**config.mk**
```make
export PLATFORM = sky130hd
export DESIGN_NAME = brs_front
export DESIGN_NICKNAME = d
export VERILOG_FILES = /design/src/brs_pkg.sv /design/src/brs_front.sv
export SDC_FILE = /design/constraint.sdc
export NUM_CORES = 2
export LEC_CHECK = 0
export ABC_AREA = 1
export BUFFER_PORTS_ARGS = -buffer_cell sky130_fd_sc_hd__buf_2
export CAP_MARGIN = 15
export CELL_PAD_IN_SITES_DETAIL_PLACEMENT = 0
export CELL_PAD_IN_SITES_GLOBAL_PLACEMENT = 1
export CORE_UTILIZATION = 38
export CTS_BUF_LIST = sky130_fd_sc_hd__clkbuf_2
export CTS_CLUSTER_SIZE = 40
export DETAILED_ROUTE_END_ITERATION = 12
export GPL_ROUTABILITY_DRIVEN = 0
export PLACE_DENSITY = 0.69
export SYNTH_ARGS = -nofsm -noshare
export SYNTH_HDL_FRONTEND = slang
export SYNTH_SLANG_ARGS = --single-unit
```
**constraint.sdc**
```tcl
create_clock -name clk -period 6.61 [get_ports clk]
set_input_delay 0.9915 -clock clk [delete_from_list [all_inputs] [get_ports clk]]
set_output_delay 0.9915 -clock clk [all_outputs]
set_load 0.005 [all_outputs]
```
**src/brs_pkg.sv**
```systemverilog
// ----------------------------------------------------------------------------
// brs_pkg: shared types and constants of the bilinear RGBA scaler
// Sizes, fixed-point format, request/result structs, queue entry and FSM states.
// ----------------------------------------------------------------------------
`default_nettype none

package brs_pkg;

  // fixed-point format and image limits
  localparam int FRAC_BITS   = 16;
  localparam int MAX_SRC_W   = 512;
  localparam int MAX_SRC_H   = 512;
  localparam int SIZE_W      = 10;
  localparam int STEP_W      = 25;
  localparam int COORD_W     = 12;
  localparam int XW          = $clog2(MAX_SRC_W);
  localparam int YW          = $clog2(MAX_SRC_H);
  localparam int STORE_DEPTH = MAX_SRC_W * MAX_SRC_H;
  localparam int AW          = $clog2(STORE_DEPTH);
  localparam int LOAD_AW     = 18;
  localparam int POS_W       = COORD_W + STEP_W;
  localparam int IP_W        = POS_W - FRAC_BITS;
  localparam int NCH         = 4;
  localparam int CH_W        = 8;
  localparam int QDEPTH      = 4;

  // register indexes
  localparam logic [1:0] REG_SRC_W  = 2'd0;
  localparam logic [1:0] REG_SRC_H  = 2'd1;
  localparam logic [1:0] REG_X_STEP = 2'd2;
  localparam logic [1:0] REG_Y_STEP = 2'd3;

  // op codes
  localparam logic OP_LOAD   = 1'b0;
  localparam logic OP_INTERP = 1'b1;

  typedef struct packed {
    logic                 op;
    logic [LOAD_AW-1:0]   load_address;
    logic [31:0]          load_pixel;
    logic [COORD_W-1:0]   out_x;
    logic [COORD_W-1:0]   out_y;
  } in_req_t;

  typedef struct packed {
    logic [31:0]        out_pixel;
    logic [COORD_W-1:0] echo_x;
    logic [COORD_W-1:0] echo_y;
  } out_res_t;

  // classified work handed from front to back
  typedef struct packed {
    logic               op;
    logic               wr_ok;
    logic [AW-1:0]      wr_addr;
    logic [31:0]        wr_data;
    logic [AW-1:0]      addr_a;
    logic [AW-1:0]      addr_b;
    logic [AW-1:0]      addr_c;
    logic [AW-1:0]      addr_d;
    logic [FRAC_BITS-1:0] fx;
    logic [FRAC_BITS-1:0] fy;
    logic [COORD_W-1:0] echo_x;
    logic [COORD_W-1:0] echo_y;
  } q_entry_t;

  typedef enum logic [1:0] {
    FE_IDLE,
    FE_MUL,
    FE_ROW,
    FE_PUSH
  } front_state_t;

  typedef enum logic [2:0] {
    BK_IDLE,
    BK_RA,
    BK_RB,
    BK_RC,
    BK_RD,
    BK_WT,
    BK_HB,
    BK_VB
  } back_state_t;

endpackage

`default_nettype wire

```
**src/brs_front.sv**
```systemverilog
// ----------------------------------------------------------------------------
// brs_front: request intake, configuration and neighbor address generation
// Scales coordinates by the step registers, clamps, builds store addresses.
// ----------------------------------------------------------------------------
`default_nettype none

module brs_front (
  input  wire logic              clk,
  input  wire logic              rst_n,
  input  wire logic              start,
  input  wire brs_pkg::in_req_t  in_req,
  output logic                   busy,
  input  wire logic              cfg_valid,
  input  wire logic [1:0]        cfg_index,
  input  wire logic [31:0]       cfg_data,
  input  wire logic              q_full,
  output logic                   q_push,
  output brs_pkg::q_entry_t      q_data
);

  localparam int FB = brs_pkg::FRAC_BITS;
  localparam int SW = brs_pkg::SIZE_W;
  localparam int XW = brs_pkg::XW;
  localparam int YW = brs_pkg::YW;
  localparam int AW = brs_pkg::AW;
  localparam int PW = brs_pkg::POS_W;
  localparam int IW = brs_pkg::IP_W;

  brs_pkg::front_state_t state_r, state_nxt;
  brs_pkg::in_req_t      item_r;

  logic [SW-1:0] w_r, h_r;
  logic [brs_pkg::STEP_W-1:0] xs_r, ys_r;
  logic [PW-1:0] pos_x_r, pos_y_r;
  logic [XW-1:0] x0_r, x1_r;
  logic [AW-1:0] row0_r, row1_r;
  logic [FB-1:0] fx_r, fy_r;

  logic          accept;
  logic [SW-1:0] cfg_clamped;
  logic [SW-1:0] wm1, hm1;
  logic [IW-1:0] ipx, ipy;
  logic [XW-1:0] x0_nxt, x1_nxt;
  logic [YW-1:0] y0_nxt, y1_nxt;
  logic [YW+SW-1:0] prod0, prod1;

  assign accept = start && !busy;

  // size write: only the low SW bits count; zero reads as one, values above the maximum saturate
  always_comb begin
    cfg_clamped = cfg_data[SW-1:0];
    if (cfg_data[SW-1:0] == '0) cfg_clamped = SW'(1);
  end

  // configuration registers
  always_ff @(posedge clk) begin
    if (!rst_n) begin
      w_r  <= SW'(2);
      h_r  <= SW'(2);
      xs_r <= '0;
      ys_r <= '0;
    end else if (cfg_valid) begin
      case (cfg_index)
        brs_pkg::REG_SRC_W:
          w_r <= (cfg_clamped > SW'(brs_pkg::MAX_SRC_W)) ? SW'(brs_pkg::MAX_SRC_W)
                                                         : cfg_clamped;
        brs_pkg::REG_SRC_H:
          h_r <= (cfg_clamped > SW'(brs_pkg::MAX_SRC_H)) ? SW'(brs_pkg::MAX_SRC_H)
                                                         : cfg_clamped;
        brs_pkg::REG_X_STEP: xs_r <= cfg_data[brs_pkg::STEP_W-1:0];
        brs_pkg::REG_Y_STEP: ys_r <= cfg_data[brs_pkg::STEP_W-1:0];
        default: ;
      endcase
    end
  end

  // next state
  always_comb begin
    state_nxt = state_r;
    case (state_r)
      brs_pkg::FE_IDLE:
        if (accept) begin
          state_nxt = (in_req.op == brs_pkg::OP_LOAD) ? brs_pkg::FE_PUSH : brs_pkg::FE_MUL;
        end
      brs_pkg::FE_MUL:  state_nxt = brs_pkg::FE_ROW;
      brs_pkg::FE_ROW:  state_nxt = brs_pkg::FE_PUSH;
      brs_pkg::FE_PUSH: state_nxt = brs_pkg::FE_IDLE;
      default:          state_nxt = brs_pkg::FE_IDLE;
    endcase
  end

  always_ff @(posedge clk) begin
    if (!rst_n) state_r <= brs_pkg::FE_IDLE;
    else        state_r <= state_nxt;
  end

  // outputs: queue cannot fill between accept and push, front is the only writer
  always_comb begin
    busy   = (state_r != brs_pkg::FE_IDLE) || q_full;
    q_push = (state_r == brs_pkg::FE_PUSH);
  end

  // neighbor clamp at the right and bottom edges
  always_comb begin
    wm1 = w_r - SW'(1);
    hm1 = h_r - SW'(1);
    ipx = pos_x_r[PW-1:FB];
    ipy = pos_y_r[PW-1:FB];
    if (ipx >= IW'(wm1)) begin
      x0_nxt = wm1[XW-1:0];
      x1_nxt = wm1[XW-1:0];
    end else begin
      x0_nxt = ipx[XW-1:0];
      x1_nxt = ipx[XW-1:0] + XW'(1);
    end
    if (ipy >= IW'(hm1)) begin
      y0_nxt = hm1[YW-1:0];
      y1_nxt = hm1[YW-1:0];
    end else begin
      y0_nxt = ipy[YW-1:0];
      y1_nxt = ipy[YW-1:0] + YW'(1);
    end
    prod0 = (YW+SW)'(y0_nxt) * (YW+SW)'(w_r);
    prod1 = (YW+SW)'(y1_nxt) * (YW+SW)'(w_r);
  end

  // datapath stages
  always_ff @(posedge clk) begin
    if (accept) item_r <= in_req;
    if (state_r == brs_pkg::FE_MUL) begin
      pos_x_r <= PW'(item_r.out_x) * PW'(xs_r);
      pos_y_r <= PW'(item_r.out_y) * PW'(ys_r);
    end
    if (state_r == brs_pkg::FE_ROW) begin
      x0_r   <= x0_nxt;
      x1_r   <= x1_nxt;
      row0_r <= prod0[AW-1:0];
      row1_r <= prod1[AW-1:0];
      fx_r   <= pos_x_r[FB-1:0];
      fy_r   <= pos_y_r[FB-1:0];
    end
  end

  // queue entry
  always_comb begin
    q_data.op      = item_r.op;
    q_data.wr_ok   = ({1'b0, item_r.load_address} < (brs_pkg::LOAD_AW+1)'(brs_pkg::STORE_DEPTH));
    q_data.wr_addr = AW'(item_r.load_address);
    q_data.wr_data = item_r.load_pixel;
    q_data.addr_a  = row0_r + AW'(x0_r);
    q_data.addr_b  = row0_r + AW'(x1_r);
    q_data.addr_c  = row1_r + AW'(x0_r);
    q_data.addr_d  = row1_r + AW'(x1_r);
    q_data.fx      = fx_r;
    q_data.fy      = fy_r;
    q_data.echo_x  = item_r.out_x;
    q_data.echo_y  = item_r.out_y;
  end

endmodule

`default_nettype wire

```
==> metrics <==
worst hold margin ~0.18 ns; least setup slack across all paths after layout approximately 0.38 ns; setup_tns 0 ns; Total Routed Length approximately 110000 µm; Worst VDD drop approximately 0.00015 V; final total power ~9.3 mW; Hold Vio Cnt, Final 0; # rows 115; quantity of I/O buffers inserted on ports between 200 and 300; final setup vio count 0; power density of the placed cells around 210 nW/µm²; summed instance area of the synthesized netlist 38200 µm²; top-area cell type share of the netlist area 0.302; area growth from synthesis to layout 13.0%; Synth Warn # 0; Critical-path top delay cell sky130_fd_sc_hd__fa_1; Via Count 29800; first-pass GRT wire length 169000 µm; Post-synth EDFFs 235; post-synthesis cell count between 4000 and 5000; critical path fanouts, max 8; depth of the most critical reg-to-reg path 34; effective utilization at floorplan 0.386; required time at the endpoint of the critical path 7.48 ns; WL per Instance between 15 and 20 µm; clock slew at reported path FFs approximately 0.10 ns; status finished clean; most frequent cell on the critical path sky130_fd_sc_hd__nand2_1; library cells used by synthesis slightly below 50; Highest Clock Rate ~160 MHz; async set or reset register ratio after synthesis 0; Antenna Violating Nets Remaining 0; cell type with the highest aggregate area in the netlist sky130_fd_sc_hd__fa_1; overall fraction of global-route tracks in use 0.212; share of the yosys chip area belonging to registers 0.222; placeable core area approximately 99000 µm²; flip-flop and latch count after synthesis 307; DR vias/cell between 4 and 5; via count of the first global-routing pass 30700; clock tree skew after final layout between 0.1 and 0.15 ns; transition at the pin with the smallest max-transition slack between 1 and 1.5 ns; data arrival time of the critical path between 7 and 8 ns; Synth top cells by count sky130_fd_sc_hd__nand2_1 (1059), sky130_fd_sc_hd__inv_1 (1048), sky130_fd_sc_hd__fa_1 (576); Congestion Overflow GR 0; library cell with the highest instance count after synthesis sky130_fd_sc_hd__nand2_1; largest net degree at the start of global routing 76; final cycle utilization of the critical path 0.942; total number of nets in the final design 5866; hold-critical path depth 3; antenna violations before repair 10; Bufs on Longest Clock Path 3; net count of the mapped netlist roughly 5500; area enclosed by the die boundary 102000 µm²; setup repair after global routing missed its margin yes; cts bufs inserted 88; path type of the worst min-delay path in2reg; width of the chip approximately 320 µm; count of unresolved DRC violations after routing 0; worst max-slew margin expressed relative to the limit 0.294; clock tree from TritonCTS done; utilization after layout 0.436; Worst path max stage delay around 0.50 ns; total number of H-tree levels 3; dpl ws between 0.09 and 0.1 ns; filler cell count in the final layout approximately 10000; Syn Area/Cell 8.48 µm²; static leakage 21.8 nW; number of max-slew violations in the final report 0; root buffer cell sky130_fd_sc_hd__clkbuf_2; proportion of layout cells with a drive suffix above 1 0.117; length of the first detailed-routing pass in iterations 5; number of max-cap violations 0; clock tree sinks 307; leading cell types by total area after synthesis sky130_fd_sc_hd__fa_1 (30%), sky130_fd_sc_hd__edfxtp_1 (18%), sky130_fd_sc_hd__nand2_1 (10%); Worst Setup Start Kind flop; iteration-0 DRC count of the detailed router 1705; main flop type after synthesis sky130_fd_sc_hd__edfxtp_1; crit path kind reg2reg; clock latency on the worst-skew pair ~1.2 ns; ports placed on the boundary roughly 300; Die H around 320 µm; total half-perimeter wirelength after legalization and detailed placement 87000 µm; final critical delay including setup and external delays about 6.2 ns; type of destination of the critical path flop
==> cells by family after synthesis <==
family,Yosys count,synth area share
simple gates,1508,0.158
buf+inv,1226,0.121
fa+ha+maj,865,0.396
compound gates,434,0.0632
flops,307,0.222
xor+xnor,167,0.0383
other cells,1,0.0000981
==> power by group <==
group / total, mW / leakage [nW] / switching (mW) / internal (mW)
logic: 4.45 / 18.4 / 2.78 / 1.67
clock network: 1.66 / 0.676 / 0.908 / 0.750
registers: 3.16 / 2.79 / 0.444 / 2.71
==> registers in the layout (all words and copies together), names as in the netlist <==
name / cells
fx_r: 16
fy_r: 16
h_r: 10
pos_x_r: 37
pos_y_r: 37
q_data: 75
row0_r: 18
row1_r: 18
state_r: 2
w_r: 10
x0_r: 9
x1_r: 9
xs_r: 25
ys_r: 25
==> area by class of cell <==
class | instances | area (µm²) | share of cell area
sequential | 307 | 8500 | 0.197
antenna | 2 | 5.00 | 0.000116
clock buffer | 122 | 611 | 0.0141
clock inverter | 38 | 335 | 0.00777
inverter | 1062 | 3990 | 0.0925
multi-input combinational | 2976 | 25200 | 0.584
timing repair buffer | 452 | 2910 | 0.0675
tap | 1287 | 1610 | 0.0373
==> per-stage QoR <==
step	cells	cell area [µm²]
global route	6245	43200
floorplan	4508	38200
global placement	5991	41200
finish	6246	43200
detailed placement	5991	41200
CTS	6241	43000
==> worst paths after layout <==
kind | start | end | slack [ns]
setup reg to reg | h_r[1]$_SDFFE_PN1P_ | row1_r[14]$_DFFE_PP_ | 0.38
setup / recovery | h_r[1]$_SDFFE_PN1P_ | row1_r[14]$_DFFE_PP_ | 0.38
hold reg to reg | pos_x_r[9]$_DFFE_PN_ | fx_r[9]$_DFFE_PP_ | 0.41
hold / removal | cfg_data[0] | ys_r[0]$_SDFFE_PN0P_ | 0.18
==> metal layers <==
| layer | track usage | wire [µm] | up-vias |
|---|---|---|---|
| li1 | - | - | 14400 |
| met1 | 0.294 | 49600 | 14500 |
| met2 | 0.340 | 48500 | 700 |
| met3 | 0.0379 | 6010 | 164 |
| met4 | 0.0584 | 2370 | 12 |
| met5 | 0 | 71 | - |
==> worst max-delay path: cells and delay by family (launching register included) <==
family	cells	cell delay, ns
and+or+nand+nor	15	1.38
DFF	1	0.32
adders and majority gates	7	2.77
buffers and inverters	7	0.58
AOI/OAI and AO/OA	4	0.79
xor gates and xnor gates	1	0.09
==> cell usage in the layout, fill, tap and decap left out, types with 4 or more instances in the layout <==
cell type | Yosys | final
sky130_fd_sc_hd__o21ai_0 | 156 | 151
sky130_fd_sc_hd__nand2_1 | 1059 | 1054
sky130_fd_sc_hd__nand4_1 | 29 | 29
sky130_fd_sc_hd__a211oi_1 | 4 | 4
sky130_fd_sc_hd__nor2_1 | 268 | 267
sky130_fd_sc_hd__o21a_1 | 5 | 5
sky130_fd_sc_hd__xor2_1 | 127 | 127
sky130_fd_sc_hd__o211ai_1 | 4 | 4
sky130_fd_sc_hd__buf_2 | 6 | 287
sky130_fd_sc_hd__a31oi_1 | 24 | 24
sky130_fd_sc_hd__o21ai_2 | 6 | 8
sky130_fd_sc_hd__o21ai_1 | 12 | 15
sky130_fd_sc_hd__inv_1 | 1048 | 1048
sky130_fd_sc_hd__nor4_1 | 6 | 5
sky130_fd_sc_hd__ha_1 | 289 | 285
sky130_fd_sc_hd__o21ai_4 | 5 | 5
sky130_fd_sc_hd__inv_2 | 11 | 9
sky130_fd_sc_hd__nand2_4 | 5 | 4
sky130_fd_sc_hd__nor3_2 | 6 | 8
sky130_fd_sc_hd__buf_4 | 2 | 74
sky130_fd_sc_hd__nand3_1 | 86 | 86
sky130_fd_sc_hd__nor3_1 | 22 | 19
sky130_fd_sc_hd__clkbuf_2 | 1 | 122
sky130_fd_sc_hd__dlygate4sd3_1 | 0 | 90
sky130_fd_sc_hd__bufinv_16 | 0 | 6
sky130_fd_sc_hd__clkinv_2 | 0 | 15
sky130_fd_sc_hd__a21oi_1 | 178 | 175
sky130_fd_sc_hd__nand3b_1 | 5 | 5
sky130_fd_sc_hd__edfxtp_1 | 235 | 235
sky130_fd_sc_hd__fa_1 | 576 | 576
sky130_fd_sc_hd__nand2_2 | 10 | 15
sky130_fd_sc_hd__dfxtp_1 | 72 | 72
sky130_fd_sc_hd__clkinv_1 | 3 | 16
sky130_fd_sc_hd__o21bai_1 | 11 | 11
sky130_fd_sc_hd__a21o_1 | 19 | 19
sky130_fd_sc_hd__xnor2_1 | 40 | 40
==> what timing repair did <==
| item | in CTS | in global routing |
|---|---|---|
| hold endpoints to repair | 98 | 0 |
| setup buffers | 0 | 2 |
| endpoints found under the setup margin | 0 | 13 |
| gates resized for setup | 0 | 25 |
| hold buffers | 90 | 0 |
No activity file was read; power rests on OpenSTA's default activity.
