<file path="src/brs_pkg.sv">
// ----------------------------------------------------------------------------
// brs_pkg: shared types and constants of the bilinear RGBA scaler
// Sizes, fixed-point format, request/result structs, queue entry and FSM states.
// ----------------------------------------------------------------------------
`default_nettype none

package brs_pkg;

  // fixed-point format and image limits
  localparam int FRAC_BITS   = 16;
  localparam int MAX_SRC_W   = 512;
  localparam int MAX_SRC_H   = 512;
  localparam int SIZE_W      = 10;
  localparam int STEP_W      = 25;
  localparam int COORD_W     = 12;
  localparam int XW          = $clog2(MAX_SRC_W);
  localparam int YW          = $clog2(MAX_SRC_H);
  localparam int STORE_DEPTH = MAX_SRC_W * MAX_SRC_H;
  localparam int AW          = $clog2(STORE_DEPTH);
  localparam int LOAD_AW     = 18;
  localparam int POS_W       = COORD_W + STEP_W;
  localparam int IP_W        = POS_W - FRAC_BITS;
  localparam int NCH         = 4;
  localparam int CH_W        = 8;
  localparam int QDEPTH      = 4;

  // register indexes
  localparam logic [1:0] REG_SRC_W  = 2'd0;
  localparam logic [1:0] REG_SRC_H  = 2'd1;
  localparam logic [1:0] REG_X_STEP = 2'd2;
  localparam logic [1:0] REG_Y_STEP = 2'd3;

  // op codes
  localparam logic OP_LOAD   = 1'b0;
  localparam logic OP_INTERP = 1'b1;

  typedef struct packed {
    logic                 op;
    logic [LOAD_AW-1:0]   load_address;
    logic [31:0]          load_pixel;
    logic [COORD_W-1:0]   out_x;
    logic [COORD_W-1:0]   out_y;
  } in_req_t;

  typedef struct packed {
    logic [31:0]        out_pixel;
    logic [COORD_W-1:0] echo_x;
    logic [COORD_W-1:0] echo_y;
  } out_res_t;

  // classified work handed from front to back
  typedef struct packed {
    logic               op;
    logic               wr_ok;
    logic [AW-1:0]      wr_addr;
    logic [31:0]        wr_data;
    logic [AW-1:0]      addr_a;
    logic [AW-1:0]      addr_b;
    logic [AW-1:0]      addr_c;
    logic [AW-1:0]      addr_d;
    logic [FRAC_BITS-1:0] fx;
    logic [FRAC_BITS-1:0] fy;
    logic [COORD_W-1:0] echo_x;
    logic [COORD_W-1:0] echo_y;
  } q_entry_t;

  typedef enum logic [1:0] {
    FE_IDLE,
    FE_MUL,
    FE_ROW,
    FE_PUSH
  } front_state_t;

  typedef enum logic [2:0] {
    BK_IDLE,
    BK_RA,
    BK_RB,
    BK_RC,
    BK_RD,
    BK_WT,
    BK_HB,
    BK_VB
  } back_state_t;

endpackage

`default_nettype wire

</file>
<file path="src/brs_queue.sv">
// ----------------------------------------------------------------------------
// brs_queue: short FIFO between front and back
// Register-based queue of classified requests.
// ----------------------------------------------------------------------------
`default_nettype none

module brs_queue (
  input  wire logic              clk,
  input  wire logic              rst_n,
  input  wire logic              push,
  input  wire brs_pkg::q_entry_t push_data,
  input  wire logic              pop,
  output brs_pkg::q_entry_t      head,
  output logic                   empty,
  output logic                   full
);

  localparam int PW = $clog2(brs_pkg::QDEPTH);
  localparam int CW = $clog2(brs_pkg::QDEPTH + 1);

  brs_pkg::q_entry_t slots_r [brs_pkg::QDEPTH];
  logic [PW-1:0] wr_ptr_r, rd_ptr_r;
  logic [CW-1:0] count_r;

  assign empty = (count_r == '0);
  assign full  = (count_r == CW'(brs_pkg::QDEPTH));
  assign head  = slots_r[rd_ptr_r];

  // storage
  always_ff @(posedge clk) begin
    if (push && !full) slots_r[wr_ptr_r] <= push_data;
  end

  // pointers and fill count
  always_ff @(posedge clk) begin
    if (!rst_n) begin
      wr_ptr_r <= '0;
      rd_ptr_r <= '0;
      count_r  <= '0;
    end else begin
      if (push && !full)  wr_ptr_r <= wr_ptr_r + PW'(1);
      if (pop && !empty)  rd_ptr_r <= rd_ptr_r + PW'(1);
      case ({push && !full, pop && !empty})
        2'b10:   count_r <= count_r + CW'(1);
        2'b01:   count_r <= count_r - CW'(1);
        default: count_r <= count_r;
      endcase
    end
  end

endmodule

`default_nettype wire

</file>
<file path="config.mk">
export PLATFORM = sky130hd
export DESIGN_NAME = brs_queue
export DESIGN_NICKNAME = d
export VERILOG_FILES = /design/src/brs_pkg.sv /design/src/brs_queue.sv
export SDC_FILE = /design/constraint.sdc
export NUM_CORES = 1
export LEC_CHECK = 0
export ABC_AREA = 1
export BUFFER_PORTS_ARGS = -buffer_cell sky130_fd_sc_hd__buf_2
export CAP_MARGIN = 15
export CORE_MARGIN = 10
export CORE_UTILIZATION = 45
export CTS_CLUSTER_DIAMETER = 60
export DETAILED_ROUTE_END_ITERATION = 8
export PLACE_DENSITY_LB_ADDON = 0.08
export SKIP_LAST_GASP = 1
export SYNTH_ARGS = -nofsm -noshare
export SYNTH_HDL_FRONTEND = slang
export SYNTH_SLANG_ARGS = --single-unit
</file>
<file path="constraint.sdc">
create_clock -name clk -period 11.2 [get_ports clk]
set_input_delay 0.56 -clock clk [delete_from_list [all_inputs] [get_ports clk]]
set_output_delay 0.56 -clock clk [all_outputs]
set_load 0.01 [all_outputs]
</file>
==> flow_metrics.tcl, run 1 <==
set metrics [dict create \
    status "completed" \
    crit_required_ns 10.64 \
    worst_pin_slew_ns 1.19 \
    start_util_pct 45.3 \
    drc 0 \
    p_clk_share_pct 32.1 \
    end_kind "output pin" \
    hold_buffers 0 \
    wl_met2_mm 31.5 \
    viasPerCell 5.36 \
    core_area_um2 60000 \
    wl_mm 65.2 \
    rsz0062_at_grt "false" \
    sequentialPowerShare_pct 45.8 \
    fin_crit_ns 4.31 \
    grt_pass1_wl_mm 96.9 \
    yosys_warnings 0 \
    met1_length_mm 28.5 \
    insertion_delay_ns 0.62 \
    switchingPower_mw 2.16 \
    swShare_pct 29.9 \
    nets 2346 \
    cts_inserted_buffers 77 \
    fin_setup_tns_ns 0 \
    antenna_found_initial 18 \
    synth_area_um2 27200 \
    top_signal_layer_used "met5" \
    powerDensity_nw_per_um2 228 \
    area_growth_syn_to_layout_pct 16.7 \
    p_leak_nw 11.0 \
    fillCellCount 5065 \
    crit_slowest_cell "buf_4" \
    crit_path_max_fanout 101 \
    critPathKind "flop to output pin" \
    p_total_mw 7.22 \
    gp_congestion 0.713 \
    cts_resized 0 \
    peakVddDrop_uv 151 \
    yosysSeqAreaShare_pct 80.2 \
    wl_per_cell_um 21.7 \
    post_cts_buffers 0 \
    syn_inst 1810 \
    port_buffers 365 \
    power.internal_mw 5.06 \
    grtUsageTotal_pct 17.9 \
    max_stage_delay_ns 0.89 \
    crit_buf_inv 3 \
    min_path_type "input pin to flop" \
    place_hpwl_mm 36.6 \
    crit_chain "buf_4, buf_4, o21ai_0, o22ai_1, buf_2" \
    yosysUniqueCellTypes 21 \
    drtIter0Drc 1210 \
    clockBufferDepth 3 \
    syn_area_per_cell_um2 15.0 \
    ant_nets 0 \
    die_y_um 266 \
    cp_data_arrival_time_ns 3.75 \
    grt_max_degree 250 \
    setup_viol 0 \
    fin_crit_sh_pct 38.5 \
    timing_hold_violations_final 0 \
    fp-row-count 90 \
    cts-root-buf "clkbuf_16" \
    io_pins 366 \
    die_x_um 266 \
    die_area_um2 70600 \
    drive_above_1_share_pct 22.1 \
    ys_ff_latch 729 \
    finalMaxSlewViolations 0 \
    globalRouteOverflowTotal 0 \
    start_kind "flop" \
    wl_met3_mm 4.17 \
    cp_common_cell "buf_4" \
    cts_max_level 3 \
    cts_tree "yes" \
    cap_violations 0 \
    power_frac_comb_pct 22.1 \
    first_global_vias 15570 \
    critical-path-top-delay-family "buffers and inverters" \
    clock.fmax_ghz 0.232 \
    synth_nets 2000 \
    clock_skew_ns 0.0138 \
    num_vias 16093 \
    cts.clk_slew.worst_paths_ns 0.06 \
    numClockSinks 729 \
    drtPass1Iterations 5 \
    slew_headroom_pct 20.4 \
]
## layout make-up
class,count,area (um^2),share of cell area [%]
Clock inverter,32,186,0.588
Antenna cell,6,15.0,0.0473
Sequential cell,729,21800,68.8
Clock buffer,104,2090,6.59
Multi-Input combinational cell,943,4550,14.3
Inverter,20,90.1,0.284
Tap cell,782,978,3.08
Timing Repair Buffer,385,2000,6.31
## cell usage after synthesis (all sizes together)
| library cell | instances | area, um^2 |
|---|---|---|
| edfxtp | 720 | 21600 |
| nor2 | 370 | 1390 |
| o21ai | 362 | 1810 |
| o22ai | 180 | 1130 |
| clkbuf | 66 | 258 |
| buf | 52 | 516 |
| inv | 20 | 82.6 |
| nand2 | 15 | 56.3 |
| dfxtp | 9 | 180 |
| a21oi | 5 | 25.0 |
| ha | 5 | 62.6 |
| nand3 | 5 | 25.0 |
| fa | 1 | 20.0 |
## kinds of logic after synthesis
logic type / Yosys count / synth area share (%)
buffers and inverters: 138 / 3.15
AOI/OAI and AO/OA: 547 / 10.9
adders and majority gates: 6 / 0.304
and+or+nand+nor: 390 / 5.41
DFF: 729 / 80.2
## stage by stage
step / hold slack [ns] / setup slack (ns) / cells / cell area (um^2) / util, %
6_report: 0.157 / 6.89 / 3001 / 31700 / 52.8
5_1_grt: 0.133 / 6.58 / 2996 / 31700 / 52.8
4_1_cts: 0.120 / 6.87 / 2995 / 31700 / 52.8
3_5_place_dp: 0.485 / 7.52 / 2859 / 29400 / 49.0
3_3_place_gp: 0.473 / 7.55 / 2859 / 29400 / 49.0
2_1_floorplan: 0.462 / 2.30 / 1810 / 27200 / -
## power by group through the flow
stage,Sequential [mW],Clock [mW],Combinational (mW)
finish,3.31,2.32,1.59
detailed placement,3.36,0,1.63
global placement,3.36,0,1.62
global route,3.32,2.49,1.76
CTS,3.31,2.38,1.63
floorplan,3.39,0,1.00
## placed cells by master (no fill, tap or decap), types with 6 or more instances in the layout
cell type	instances
buf_2	365
buf_4	18
clkbuf_1	23
clkbuf_16	79
clkinv_1	16
clkinv_2	9
dfxtp_1	7
diode_2	6
edfxtp_1	720
inv_1	18
nand2_1	15
nor2_1	366
o21ai_0	308
o21ai_1	54
o22ai_1	180
## worst paths after layout
kind	start	endpoint	slack, ns	cells after the start
hold reg to reg	rd_ptr_r[1]$_SDFFE_PN0P_	flop	0.50	2
setup reg to reg	count_r[1]$_SDFFE_PN0P_	slots_r[1][93]$_DFFE_PP_	7.76	6
hold / removal	push_data[130]	slots_r[3][130]$_DFFE_PP_	0.16	1
setup / recovery	flop	head[117]	6.89	5
## worst register-to-register path: cells and delay by family, from the launching register on
kind	cells	cell delay, ns
buf+inv	2	1.45
simple gates	4	1.21
flops	1	0.35
## per-layer routing
layer | track usage (%) | vias up
li1 | - | 7574
met1 | 23.8 | 8027
met2 | 28.6 | 374
met3 | 4.93 | 90
met4 | 4.71 | 28
met5 | 0 | -
## state kept, by name (all words and copies together) (netlist names), named ones only
register / flops
rd_ptr_r: 2
slots_r: 720
count_r: 3
wr_ptr_r: 2
Power figures use the tool's default switching activity.
==> run 2: changes to the inputs <==
==> constraint.sdc (replaced) <==
create_clock -name clk -period 3.9 [get_ports clk]
set_input_delay 0.195 -clock clk [delete_from_list [all_inputs] [get_ports clk]]
set_output_delay 0.195 -clock clk [all_outputs]
set_load 0.01 [all_outputs]
==> run 2 against run 1 <==
  * Cell count increased by 6.1%
  * Global-route usage increased by 0.76 points
  * Hold slack improved by 0.18 ns
  * Wire length increased by 3.6%
  * Via count increased by 4.6%
  * Largest power group unchanged
==> flow_metrics.tcl, run 2 (synthesized netlist as in run 1, its figures left out) <==
set metrics [dict create \
    wl_mm 67.6 \
    cts.clk_slew.worst_paths_ns 0.06 \
    globalRouteOverflowTotal 0 \
    start_kind "flop" \
    clock.fmax_ghz 0.330 \
    largest_reg_flops 720 \
    cts-root-buf "clkbuf_16" \
    top_regs "slots_r x720, count_r x3" \
    finalMaxSlewViolations 0 \
    insertion_delay_ns 0.60 \
    ant_nets 0 \
    viasPerCell 5.29 \
    grt_max_degree 186 \
    start_util_pct 45.3 \
    setup_viol 0 \
    place_hpwl_mm 38.5 \
    cts_max_level 3 \
    end_kind "output pin" \
    reg2reg_slack_ns 1.67 \
    clockBufferDepth 3 \
    drtPass1Iterations 5 \
    final_common_cell "edfxtp_1" \
    layout_common_cells "edfxtp_1 (720), nor2_1 (366), buf_2 (365)" \
    drive_above_1_share_pct 20.6 \
    slew_headroom_pct 37.4 \
    core_area_um2 60000 \
    p_total_mw 21.0 \
    rsz0062_at_grt "false" \
    dp.cells 2864 \
    p_leak_nw 11.8 \
    drtIter0Drc 1212 \
    peakVddDrop_uv 551 \
    critPathKind "flop to output pin" \
    port_buffers 365 \
    worst_pin_slew_ns 0.939 \
    fp-row-count 90 \
    grt_pass1_wl_mm 102 \
    numClockSinks 729 \
    cp_data_arrival_time_ns 2.84 \
    cts_tree "yes" \
    die_area_um2 70600 \
    num_vias 16840 \
    first_global_vias 16486 \
    antenna_found_initial 7 \
    cap_violations 0 \
    grtUsageTotal_pct 18.6 \
    die_x_um 266 \
    wl_per_cell_um 21.2 \
    crit_path_max_fanout 63 \
    timing_hold_violations_final 0 \
    top_register "slots_r" \
    gp_congestion 0.774 \
    drc 0 \
    crit_required_ns 3.70 \
    io_pins 366 \
    clock_skew_ns 0.0212 \
    min_path_type "input pin to flop" \
    fin_crit_sh_pct 77.7 \
    powerDensity_nw_per_um2 622 \
    area_growth_syn_to_layout_pct 24.2 \
    nets 2533 \
    hold_ws_ns 0.341 \
    status "completed" \
    stdcell_count 3184 \
    post_cts_buffers 0 \
    fin_crit_ns 3.03 \
    fillCellCount 4910 \
    cts_inserted_buffers 76 \
    die_y_um 266 \
]
## run 2: cell types whose count changed in the layout (fill, tap and decap cells not counted)
cell           before  now
dlygate4sd3_1       0  183
clkbuf_8            2    0
inv_6               5    1
buf_4              18   11
bufinv_16           1    3
diode_2             6    2
clkbuf_1           23   18
clkinv_4            0    1
clkinv_1           16   20
buf_12              2   14
clkinv_2            9   12
## run 2: report_power, final
part | switching [mW] | internal, mW
Sequential | 0.157 | 9.30
Combinational | 3.28 | 1.56
Clock | 2.82 | 3.89
Total | 6.25 | 14.8
## run 2: path summary, 6_finish.rpt
| path | startpoint | end | cells past startpoint |
|---|---|---|---|
| max | flop | head[67] | 4 |
| min | push_data[32] | slots_r[2][32]$_DFFE_PP_ | 2 |
| max reg2reg | count_r[1]$_SDFFE_PN0P_ | slots_r[3][162]$_DFFE_PP_ | 5 |
| min reg2reg | rd_ptr_r[1]$_SDFFE_PN0P_ | flop | 2 |
## run 2: routing by layer
metal / wire (um) / vias up / GRT usage (%)
li1: - / 7921 / -
met1: 28900 / 8308 / 24.7
met2: 32700 / 482 / 30.0
met3: 4230 / 119 / 4.35
met4: 1680 / 10 / 5.93
met5: 58 / - / 0
## run 2: timing repair
item                                   4_1_cts  5_1_grt
gates resized for setup                      0        0
hold buffers                               183        0
endpoints found under the hold margin      729        0
## run 2: per-stage QoR
stage	setup WS [ns]	cell area, um^2	utilization [%]	setup TNS (ns)
global route	0.698	33700	56.2	0
finish	0.868	33700	56.2	0
CTS	0.759	33700	56.2	0
floorplan	-1.92	27200	-	-1384.30
detailed placement	1.41	29600	49.3	0
global placement	1.41	29600	49.3	0
## run 2: cell type report
| cell class | instances | area (um^2) | share of cell area, % |
|---|---|---|---|
| sequential | 729 | 21800 | 64.6 |
| antenna | 2 | 5.00 | 0.0148 |
| clock inverter | 38 | 250 | 0.742 |
| inverter | 20 | 90.1 | 0.267 |
| multi-input combinational | 943 | 4550 | 13.5 |
| clock buffer | 97 | 2040 | 6.06 |
| timing repair buffer | 573 | 4020 | 11.9 |
| tap | 782 | 978 | 2.90 |
## run 2: critical path: stages (launching register included)
cell	delay (ns)
dfxtp_4	0.65
buf_4	0.73
o21ai_0	0.39
o22ai_1	0.24
buf_2	0.16
==> run 3: changes to the inputs <==
--- a/config.mk
+++ b/config.mk
@@ -5,7 +5,7 @@
 export SDC_FILE = /design/constraint.sdc
 export NUM_CORES = 1
 export LEC_CHECK = 0
-export ABC_AREA = 1
+export ABC_AREA = 0
 export BUFFER_PORTS_ARGS = -buffer_cell sky130_fd_sc_hd__buf_2
 export CAP_MARGIN = 15
 export CORE_MARGIN = 10
==> constraint.sdc (replaced) <==
create_clock -name clk -period 2.4 [get_ports clk]
set_input_delay 0.12 -clock clk [delete_from_list [all_inputs] [get_ports clk]]
set_output_delay 0.12 -clock clk [all_outputs]
set_load 0.01 [all_outputs]
==> run 3 against run 2 <==
  * Sequential cell count unchanged
  * First-iteration DRC count is 44% lower
  * Synthesized cell count down 45%
  * Critical endpoint is now head[89]
  * Largest cell class unchanged
  * Synthesized area is 2.8% lower
  * Cell count decreased by 22%
==> flow_metrics.tcl, run 3 <==
set metrics [dict create \
    critPathKind "flop to output pin" \
    timing.final.ws_setup_ns 0.130 \
    rr_startpoint "count_r[1]$_SDFFE_PN0P_" \
    status "completed" \
    min_path_type "input pin to flop" \
    fin_crit_ns 2.27 \
    fp-row-count 88 \
    synth_top_flop_cell "edfxtp_1" \
    fin_area_um2 34300 \
    fillCellCount 4286 \
    preCtsSetupSlack_ns 0.192 \
    setup_viol 0 \
    cp_common_cell "buf_12" \
    clock_skew_ns 0.0162 \
    nets 1846 \
    start_kind "flop" \
    die_y_um 262 \
    timing.rr.end "count_r[2]$_SDFFE_PN0P_" \
    finalMaxSlewViolations 0 \
    cts_inserted_buffers 76 \
    utilization_pct 59.3 \
    wl_per_cell_um 23.8 \
    cap_violations 0 \
    crit_required_ns 2.28 \
    wl_mm 59.1 \
    p_leak_nw 11.7 \
    globalRouteOverflowTotal 0 \
    synth_area_um2 26400 \
    drtIter0Drc 682 \
    layout_common_cells "edfxtp_1 (720), buf_2 (365), dlygate4sd3_1 (184)" \
    worst_pin_slew_ns 0.487 \
    fin_setup_tns_ns 0 \
    clock.fmax_ghz 0.441 \
    peakVddDrop_uv 877 \
    numClockSinks 729 \
    grt_pass1_wl_mm 89.7 \
    top_register "slots_r" \
    die_area_um2 68800 \
    synthMuxAreaShare_pct 15.4 \
    final_common_cell "edfxtp_1" \
    reg2reg_slack_ns 0.21 \
    powerDensity_nw_per_um2 1010 \
    rsz0062_at_grt "false" \
    yosysSeqAreaShare_pct 82.5 \
    yosysUniqueCellTypes 22 \
    synthAdderAreaFrac_pct 0.313 \
    fin_crit_sh_pct 94.6 \
    die_x_um 262 \
    cts_tree "yes" \
    first_global_vias 14054 \
    dpl_cell_area_um2 30000 \
    ys_async_sr_fraction_pct 0 \
    synth_top_family_by_area "multiplexers" \
    viasPerCell 5.19 \
    syn_inst 994 \
    cts-root-buf "clkbuf_16" \
    synth_compound_area_share_pct 0.152 \
    yosys-top-cells-area "edfxtp_1 (82%), mux4_2 (15%), dfxtp_1 (0.68%)" \
    p_total_mw 34.7 \
    num_vias 12870 \
    core_area_um2 57900 \
    top_regs "slots_r x720, count_r x3" \
    crit_chain "buf_12, buf_12, mux4_2, buf_2" \
    crit_slowest_cell "mux4_2" \
    yosys.area_share.xor_xnor_pct 0.0663 \
    yosysMostFrequentCell "edfxtp_1" \
    place_hpwl_mm 38.9 \
    ys_ff_latch 729 \
    max_stage_delay_ns 0.55 \
    area_growth_syn_to_layout_pct 30.0 \
    drive_above_1_share_pct 42.8 \
    insertion_delay_ns 0.60 \
    whs_endpoint "slots_r[3][33]$_DFFE_PP_" \
    yosys_warnings 0 \
    clockBufferDepth 3 \
    ant_nets 0 \
    grtUsageTotal_pct 17.0 \
    drtPass1Iterations 5 \
    timing_hold_violations_final 0 \
    antenna_found_initial 6 \
    slew_headroom_pct 67.3 \
    synth-simple-area-share_pct 0.426 \
    min_from "push_data[33]" \
    drc 0 \
    synth_top_area_share_pct 81.8 \
    grt_max_degree 64 \
    synth_edf_count 720 \
    io_pins 366 \
    synth_common_cells "edfxtp_1 (720), mux4_2 (180), buf_2 (21), buf_6 (11), dfxtp_1 (9)" \
    yosysTopAreaCell "edfxtp_1" \
    port_buffers 365 \
    end_kind "output pin" \
    worstRegToRegCells 10 \
    cts.clk_slew.worst_paths_ns 0.06 \
    syn_area_per_cell_um2 26.6 \
    cts_max_level 3 \
    whs_path_depth 2 \
    gp_congestion 0.740 \
    crit_path_max_fanout 14 \
    synth_nets 1184 \
    largest_reg_flops 720 \
    cp_data_arrival_time_ns 2.15 \
    start_util_pct 45.6 \
]
run 3: cell types whose count changed after synthesis, moves of 6 or more:
| cell | delta |
|---|---|
| nor2_1 | -370 |
| o21ai_0 | -303 |
| mux4_2 | +180 |
| o22ai_1 | -180 |
| o21ai_1 | -54 |
| clkbuf_1 | -50 |
| buf_6 | -21 |
| inv_1 | -12 |
| buf_2 | +9 |
| clkbuf_2 | -8 |
| nand2_1 | -8 |
| and2_1 | +6 |
run 3: cells by family (layout without fill, tap and decap cells):
| kind of cell | after synthesis | in the layout |
|---|---|---|
| AOI/OAI and AO/OA | 7 | 7 |
| xor gates and xnor gates | 2 | 2 |
| adders and majority gates | 6 | 6 |
| buffers and inverters | 48 | 766 |
| DFF | 729 | 729 |
| muxes | 182 | 182 |
| other | 0 | 5 |
| and+or+nand+nor | 20 | 20 |
run 3: worst max path at each step:
stage                                          to                    start  cells after the start  slack, ns
final                                    head[89]                     flop                      4       0.13
after global placement    count_r[2]$_SDFFE_PN0P_  count_r[1]$_SDFFE_PN0P_                     10       0.27
after floorplan           slots_r[0][0]$_DFFE_PP_  count_r[2]$_SDFFE_PN0P_                      4      -0.06
after CTS                                head[60]                     flop                      4      -0.03
after global routing                     head[87]                     flop                      4       0.01
after detailed placement  count_r[2]$_SDFFE_PN0P_  count_r[1]$_SDFFE_PN0P_                     10       0.19
run 3: cell type report:
type                    instances  area (um^2)  area share, %
diodes                          5         12.5         0.0364
clock buffers                 102         2040           5.94
clock inverters                32          265          0.773
inverters                       6         22.5         0.0656
multi-input cells             217         4350           12.7
flip-flops and latches        729        21800           63.5
well taps                     765          957           2.79
repair buffers                626         4870           14.2
run 3: critical path: cells and delay by family, from the launching register on:
family | cells | cell delay, ns
buffers and inverters | 3 | 0.55
flip-flops | 1 | 0.43
multiplexers | 1 | 0.55
run 3: per-layer routing:
metal / global-route usage [%] / wire [um] / up-vias
met5: 0 / 21 / -
met4: 4.00 / 972 / 4
met3: 4.69 / 3600 / 76
met2: 27.4 / 29500 / 352
met1: 22.8 / 25000 / 6785
li1: - / - / 5653
run 3: per-stage QoR:
| stage | instances | hold WS, ns |
|---|---|---|
| 6_report | 2482 | 0.270 |
| 4_1_cts | 2468 | 0.222 |
| 5_1_grt | 2480 | 0.244 |
| 3_3_place_gp | 2147 | 0.334 |
| 2_1_floorplan | 994 | 0.219 |
| 3_5_place_dp | 2147 | 0.337 |
run 3: timing repair:
action                                 4_1_cts  5_1_grt
hold buffers                               184        0
setup endpoints to repair                  131       52
cloned                                       0        2
gates resized for setup                      1        1
endpoints found under the hold margin      729        0
buffers inserted                             3        7
run 3: report_power, final:
part	total, mW	internal [mW]	switching (mW)
sequential	15.6	15.3	0.291
combinational	8.24	4.08	4.16
clock	10.9	6.31	4.58
